<file path="config.mk">
export PLATFORM = sky130hd
export DESIGN_NAME = lzw_fifo
export DESIGN_NICKNAME = d
export VERILOG_FILES = /design/src/rtl/lzw_byte_encoder_defines.svh /design/src/rtl/lzw_pkg.sv /design/src/rtl/lzw_fifo.sv
export SDC_FILE = /design/constraint.sdc
export NUM_CORES = 1
export LEC_CHECK = 0
export ABC_AREA = 1
export ABC_CLOCK_PERIOD_IN_PS = 1520
export BUFFER_PORTS_ARGS = -buffer_cell sky130_fd_sc_hd__clkbuf_2
export CORE_UTILIZATION = 49
export CTS_CLUSTER_DIAMETER = 60
export CTS_CLUSTER_SIZE = 20
export DETAILED_ROUTE_END_ITERATION = 8
export PLACE_DENSITY = 0.75
export SLEW_MARGIN = 40
export SYNTH_ARGS = -nofsm -noshare
export SYNTH_HDL_FRONTEND = slang
export SYNTH_SLANG_ARGS = --single-unit
export TNS_END_PERCENT = 20
</file>
<file path="constraint.sdc">
create_clock -name aclk -period 1.52 [get_ports aclk]
set_clock_uncertainty 0.2 [all_clocks]
set_input_delay 0.304 -clock aclk [delete_from_list [all_inputs] [get_ports aclk]]
set_output_delay 0.304 -clock aclk [all_outputs]
set_load 0.01 [all_outputs]
</file>
<file path="src/rtl/lzw_byte_encoder_defines.svh">
// Assertion macros used by the LZW engine RTL.
// Depends on nothing; users must have aclk and aresetn in scope.
`ifndef LZW_BYTE_ENCODER_DEFINES_SVH
`define LZW_BYTE_ENCODER_DEFINES_SVH

// Property that must hold on every clock edge out of reset
`define LZW_ASSERT_ALWAYS(label, expr, msg) \
    label: assert property (@(posedge aclk) disable iff (!aresetn) (expr)) else $error(msg);

// Same-cycle implication
`define LZW_ASSERT_IMPL(label, ante, cons, msg) \
    label: assert property (@(posedge aclk) disable iff (!aresetn) (ante) |-> (cons)) \
        else $error(msg);

// Next-cycle implication
`define LZW_ASSERT_NEXT(label, ante, cons, msg) \
    label: assert property (@(posedge aclk) disable iff (!aresetn) (ante) |=> (cons)) \
        else $error(msg);

`endif

</file>
<file path="src/rtl/lzw_pkg.sv">
// Package for the LZW byte encoder: item types, queue status, engine states.
// No dependencies.
`timescale 1ns / 1ps

package lzw_pkg;

    localparam int BYTE_W = 8;
    localparam int CODE_W = 12;

    // Queue depths (powers of two)
    localparam int IN_Q_DEPTH  = 2;
    localparam int OUT_Q_DEPTH = 4;

    typedef struct packed {
        logic [BYTE_W-1:0] data_byte;
        logic              final_byte;
    } in_item_t;

    typedef struct packed {
        logic [CODE_W-1:0] code;
        logic              end_of_stream;
    } out_item_t;

    // Status a queue reports to its neighbors
    typedef struct packed {
        logic full;
        logic empty;
        logic almost_full;
    } q_stat_t;

    typedef enum logic [1:0] {
        ENG_IDLE,
        ENG_INDEX,
        ENG_MATCH,
        ENG_FLUSH
    } eng_state_t;

endpackage

</file>
<file path="src/rtl/lzw_fifo.sv">
// Small register queue used between the encoder's front, engine and output.
// Depends on lzw_pkg (q_stat_t).
`timescale 1ns / 1ps

module lzw_fifo #(
    parameter int WIDTH = 9,
    parameter int DEPTH = 2
) (
    input  logic             aclk,
    input  logic             aresetn,
    input  logic             wr_en,
    input  logic [WIDTH-1:0] wr_data,
    input  logic             rd_en,
    output logic [WIDTH-1:0] rd_data,
    output lzw_pkg::q_stat_t stat
);

    localparam int AW = $clog2(DEPTH);

    logic [WIDTH-1:0] slot_reg [DEPTH];
    logic [AW-1:0]    wr_ptr_reg, wr_ptr_next;
    logic [AW-1:0]    rd_ptr_reg, rd_ptr_next;
    logic [AW:0]      count_reg, count_next;

    // pointer and fill bookkeeping
    always_comb begin
        wr_ptr_next = wr_ptr_reg + AW'(wr_en);
        rd_ptr_next = rd_ptr_reg + AW'(rd_en);
        count_next  = count_reg + (AW+1)'(wr_en) - (AW+1)'(rd_en);
    end

    always_ff @(posedge aclk) begin
        if (!aresetn) begin
            wr_ptr_reg <= '0;
            rd_ptr_reg <= '0;
            count_reg  <= '0;
        end else begin
            wr_ptr_reg <= wr_ptr_next;
            rd_ptr_reg <= rd_ptr_next;
            count_reg  <= count_next;
        end
    end

    // storage, no reset needed
    always_ff @(posedge aclk) begin
        if (wr_en) begin
            slot_reg[wr_ptr_reg] <= wr_data;
        end
    end

    assign rd_data          = slot_reg[rd_ptr_reg];
    assign stat.full        = (count_reg == (AW+1)'(DEPTH));
    assign stat.empty       = (count_reg == '0);
    assign stat.almost_full = (count_reg >= (AW+1)'(DEPTH - 1));

endmodule

</file>
# Word-level counts from Yosys, hierarchy flattened
# Memory sizes are Yosys's and may differ from the RTL's. A register that Yosys moved wholly into a read port is not among the register bits.
# Cells that the tools add are included.
# totals
mem_count,1
mem_bits_rw,18
reg_bits,4
output_inout_bits,12
input_bits,13
wordCells,14
# classes
n_eq_ne,1
reduce_logical,1
add_sub_neg,4
magnitude_cmp,1
muxes,3
# memory_table
name,depth,word_bits,rd,rd_ports_with_merged_regs,write_ports,line,source
slot_reg,2,9,1,1,1,lzw_fifo.sv:20,logic [WIDTH-1:0] slot_reg [DEPTH];
# ops
operator,count
$mux 1,3
$add 1x1->1,2
$add 2x1->2,1
$eq 2x2->1 const B,1
$ge 2x1->1 const B,1
$logic_not 2->1,1
$sub 2x1->2,1

# Depth between registers and ports, before layout
# logic_depth
ltp_word,2
depth_mapped,9
ltp_nobuf,9

# Worst setup path after synthesis
# Ideal clock, no wire load.
# synth_timing
path_type,register to register
startpoint,register count_reg[0]
endpoint,register count_reg[1]
stages_incl_launch_ff,9
arrival_ns,1.082
setup_ns,0.115
period_less_slack_ns,1.397
slack_ns,0.123
required_ns,1.205
n_path_buf,0
path_cell_list,dfxtp_1 > inv_1 > ha_1 > inv_1 > ha_1 > inv_1 > nand2_1 > a21oi_1 > nor2_1
# synth_via
elab_chain_len,2
# synth_rtl
item,line,source
"start, declared",lzw_fifo.sv:23,"logic [AW:0] count_reg, count_next;"
"start signal, assigned",lzw_fifo.sv:40,count_reg <= count_next;
$add 2x1->2,lzw_fifo.sv:29,count_next = count_reg + (AW+1)'(wr_en) - (AW+1)'(rd_en);
$sub 2x1->2,lzw_fifo.sv:29,
# Every way passes these cells.
# A chain may end at the register's enable or synchronous reset.

==> results by stage <==
Global route:
- The initial antenna violation count came to 0.
- The first global-routing pass estimated 2040 µm of wire.
- For met2 alone, demand over resource in global routing was 0.286.
- The largest net degree at the start of global routing is 14.
- The sum of overflow across all layers after global routing is 0.
- Across every metal layer, demand over resource in global routing totals 0.145.
- For met3 alone, demand over resource in global routing was 0.0238.
- The global routing usage on met1 is 0.140.
- The global-route layer with the greatest usage is met2.
- The number of global-route vias before repair is roughly 550.

Worst setup path:
- For the worst setup path, the data required time is roughly 1000 ps.
- The critical path endpoint category is an output port.
- The worst setup path is launched from a flop.
- The type of the worst setup path is reg -> out.
- For the worst setup path, the data arrival time is about 1200 ps.
- The flop-to-flop setup slack is roughly 50 ps.
- The startpoint of the worst-slack reg-to-reg timing path is count_reg[0]$_SDFF_PN0_.
- Along the worst path, the maximum fanout reaches 9.
- The worst setup path endpoint is rd_data[6].
- The length in cells of the worst reg-to-reg path is 9.
- The worst register-to-register path ends at count_reg[1]$_SDFF_PN0_.

Power:
- The power per standard cell area is approximately 1000 nW/µm².
- Of the total power, the share spent switching nets is 0.239.
- The share of total power dissipated in combinational logic is 0.197.
- The worst vdd rail ir drop is about 640 µV.
- The standby leakage power is between 0.0005 and 0.0006 µW.
- The switching power summed over all nets is 303 µW.
- The design draws between 1000 and 1500 µW.
- The internal power component is around 960 µW.
- The clock network power share is 0.212.
- The proportion of power drawn by flip-flops and latches is 0.591.

Die:
- The initial core utilization is 0.529.
- Measured along the y axis, the die boundary spans 45.4 µm.
- The die covers around 2100 µm².
- For this design the top-level I/O count stands at 25.
- The overall die width is roughly 45 µm.
- The initialized floorplan defines 15 standard-cell rows.
- The floorplan core area is roughly 1700 µm².

Clocking:
- After clock tree synthesis, the clock-pin slew on the worst setup and hold paths is between 100 and 150 ps.
- Counting the buffers created by CTS gives 3.
- The clock drives 23 sinks.
- The deepest level of the CTS H-tree is 1.
- The clock reaches the later pin of the worst-skew pair after 300 ps.
- TritonCTS built the clock tree.
- In this run the deepest clock path goes through 2 buffers.
- The master cell of the clock root buffer is clkbuf_4.

Routing:
- The first routing iteration left 7 violations.
- The wire length per cell is around 11 µm.
- The final wirelength is roughly 1300 µm.
- Using the TritonRoute via totals, the vias-per-cell ratio works out to 4.53.
- The count of nets left with antenna violations once routing finished came out at 0.
- For this run, design rule violations remaining after detail routing come to 0.
- The total number of vias is 543.
- The detailed-routing iteration count for the pre-antenna-repair pass is 4.

STA:
- Setup repair after global routing could not meet its margin everywhere.
- Headroom to the max-slew limit came out at 0.714.
- In the finished design, the share of the clock period the worst path needs comes to 1.13.
- Setup violations remaining at the end of the flow were counted as 9.
- The smallest clock period supported by the final layout is computed as 1710 ps.
- Static timing analysis puts the maximum clock frequency at 584 MHz.
- The least setup slack across all paths after layout is -194 ps.
- The number of hold violations in the final report is 0.
- The sum of negative setup slack is -1730 ps.
- At the pin with the least slew margin, the transition time is around 430 ps.
- The number of pins with negative max-slew slack in the final report was 0.

Synthesis:
- edfxtp_1 takes more of the synthesized area than any other cell.
- The flip-flop and latch count after synthesis is 23.
- Dividing the synthesized area by the synthesized cell count gives roughly 16 µm².
- The cell count after synthesis is between 50 and 60.
- The number of nets in the synthesized netlist is 75.
- Sorting the synthesized cells by area gives the leading types as edfxtp_1, mux2_4, dfxtp_1, ha_1, inv_1.
- The number of warnings printed during yosys synthesis is 0.
- The register area share after synthesis is 0.694.
- The area of the mapped netlist is approximately 920 µm².
- The share of synthesized area in the top cell type comes to 0.585.
- The number of distinct standard cells referenced by the synthesized netlist is 11.

Worst hold path:
- The worst min-delay path category is in -> reg.

Final layout:
- The area added between synthesis and finish is 30.9%.
- The number of antenna diodes in the final layout is 0.
- The number of nets in the layout is 113.
- The register with the most flip-flops in the layout has 18 of them.
- In the final layout, the share of cells above drive strength 1 is 0.442.

Run status:
- The flow ran to the end, but the final reports show violations.
- The checks that failed: setup timing.

Place:
- The final weighted congestion in routability-driven placement is between 0.6 and 0.7.
- The estimated wirelength of the detail-placed design is between 900 and 1000 µm.
- Input and output buffers added on the ports amount to 24.

Run:
- Max-cap violations in this run came to 0.
## placed cells by master, fill, tap and decap left out, drive strengths merged
cell / count
a21oi: 1
buf: 2
clkbuf: 26
clkinv: 1
dfxtp: 5
dlygate4sd3: 9
edfxtp: 18
ha: 4
inv: 8
mux2: 9
nand2: 4
nand3: 1
nor2: 6
xnor2: 1
## worst max-delay path, cell delays in order (launching register included)
cell,delay [ps]
dfxtp_2,360
buf_12,130
mux2_4,300
clkbuf_2,120
## cells by family (layout without fill, tap and decap cells)
family,Yosys count,after routing,synth area share
buffers and inverters,9,46,0.0447
xor gates and xnor gates,1,1,0.00949
muxes,9,9,0.146
adders and majority gates,4,4,0.0542
DFF,23,23,0.694
and+or+nand+nor,11,11,0.0461
AOI/OAI and AO/OA,1,1,0.00541
## metrics by stage
| stage | utilization | hold WS [ps] | std cells | worst slack, ps | cell area, µm² |
|---|---|---|---|---|---|
| 2_1_floorplan | - | 197 | 58 | 123 | 923 |
| 3_3_place_gp | 0.621 | 293 | 107 | 60.9 | 1080 |
| 3_5_place_dp | 0.621 | 299 | 107 | -3.95 | 1080 |
| 4_1_cts | 0.689 | 11.7 | 120 | -212 | 1200 |
| 5_1_grt | 0.692 | 28.5 | 120 | -242 | 1210 |
| 6_report | 0.692 | 10.8 | 120 | -194 | 1210 |
## per-layer routing
layer,vias to the layer above,wire [µm]
li1,275,-
met1,253,523
met2,13,752
met3,2,36
met4,0,6
met5,-,0
## repair_timing
item | in CTS | in global routing
gates resized for setup | 1 | 4
setup endpoints to repair | 9 | 11
hold endpoints to repair | 18 | 0
buffers inserted | 0 | 0
hold buffers | 9 | 0
## layout make-up
class | count | area (µm²)
inverter | 8 | 30.0
fill | 139 | 537
clock buffer | 3 | 22.5
sequential | 23 | 644
tap | 25 | 31.3
clock inverter | 1 | 5.00
timing repair buffer | 34 | 230
multi-input combinational | 26 | 245
## cell usage after synthesis, drive strengths merged
cell type / count
dfxtp: 5
nor2: 6
edfxtp: 18
mux2: 9
xnor2: 1
buf: 1
ha: 4
nand2: 4
inv: 8
a21oi: 1
nand3: 1
## worst min-delay path by stage
stage | start | to | slack, ps | cells past startpoint
after global placement | wr_data[6] | slot_reg[1][6]$_DFFE_PP_ | 290 | 1
final | aresetn | count_reg[0]$_SDFF_PN0_ | 10 | 3
after CTS | aresetn | count_reg[0]$_SDFF_PN0_ | 10 | 3
after floorplan | aresetn | count_reg[0]$_SDFF_PN0_ | 200 | 2
after global routing | aresetn | count_reg[0]$_SDFF_PN0_ | 30 | 3
after detailed placement | wr_data[8] | slot_reg[1][8]$_DFFE_PP_ | 300 | 1
## power groups by stage
stage	Sequential [µW]	Combinational (µW)	Clock, µW
finish	747	249	268
global route	751	274	301
CTS	745	249	280
detailed placement	759	231	0
global placement	757	221	0
floorplan	754	148	0
No activity file was read; power rests on OpenSTA's default activity.
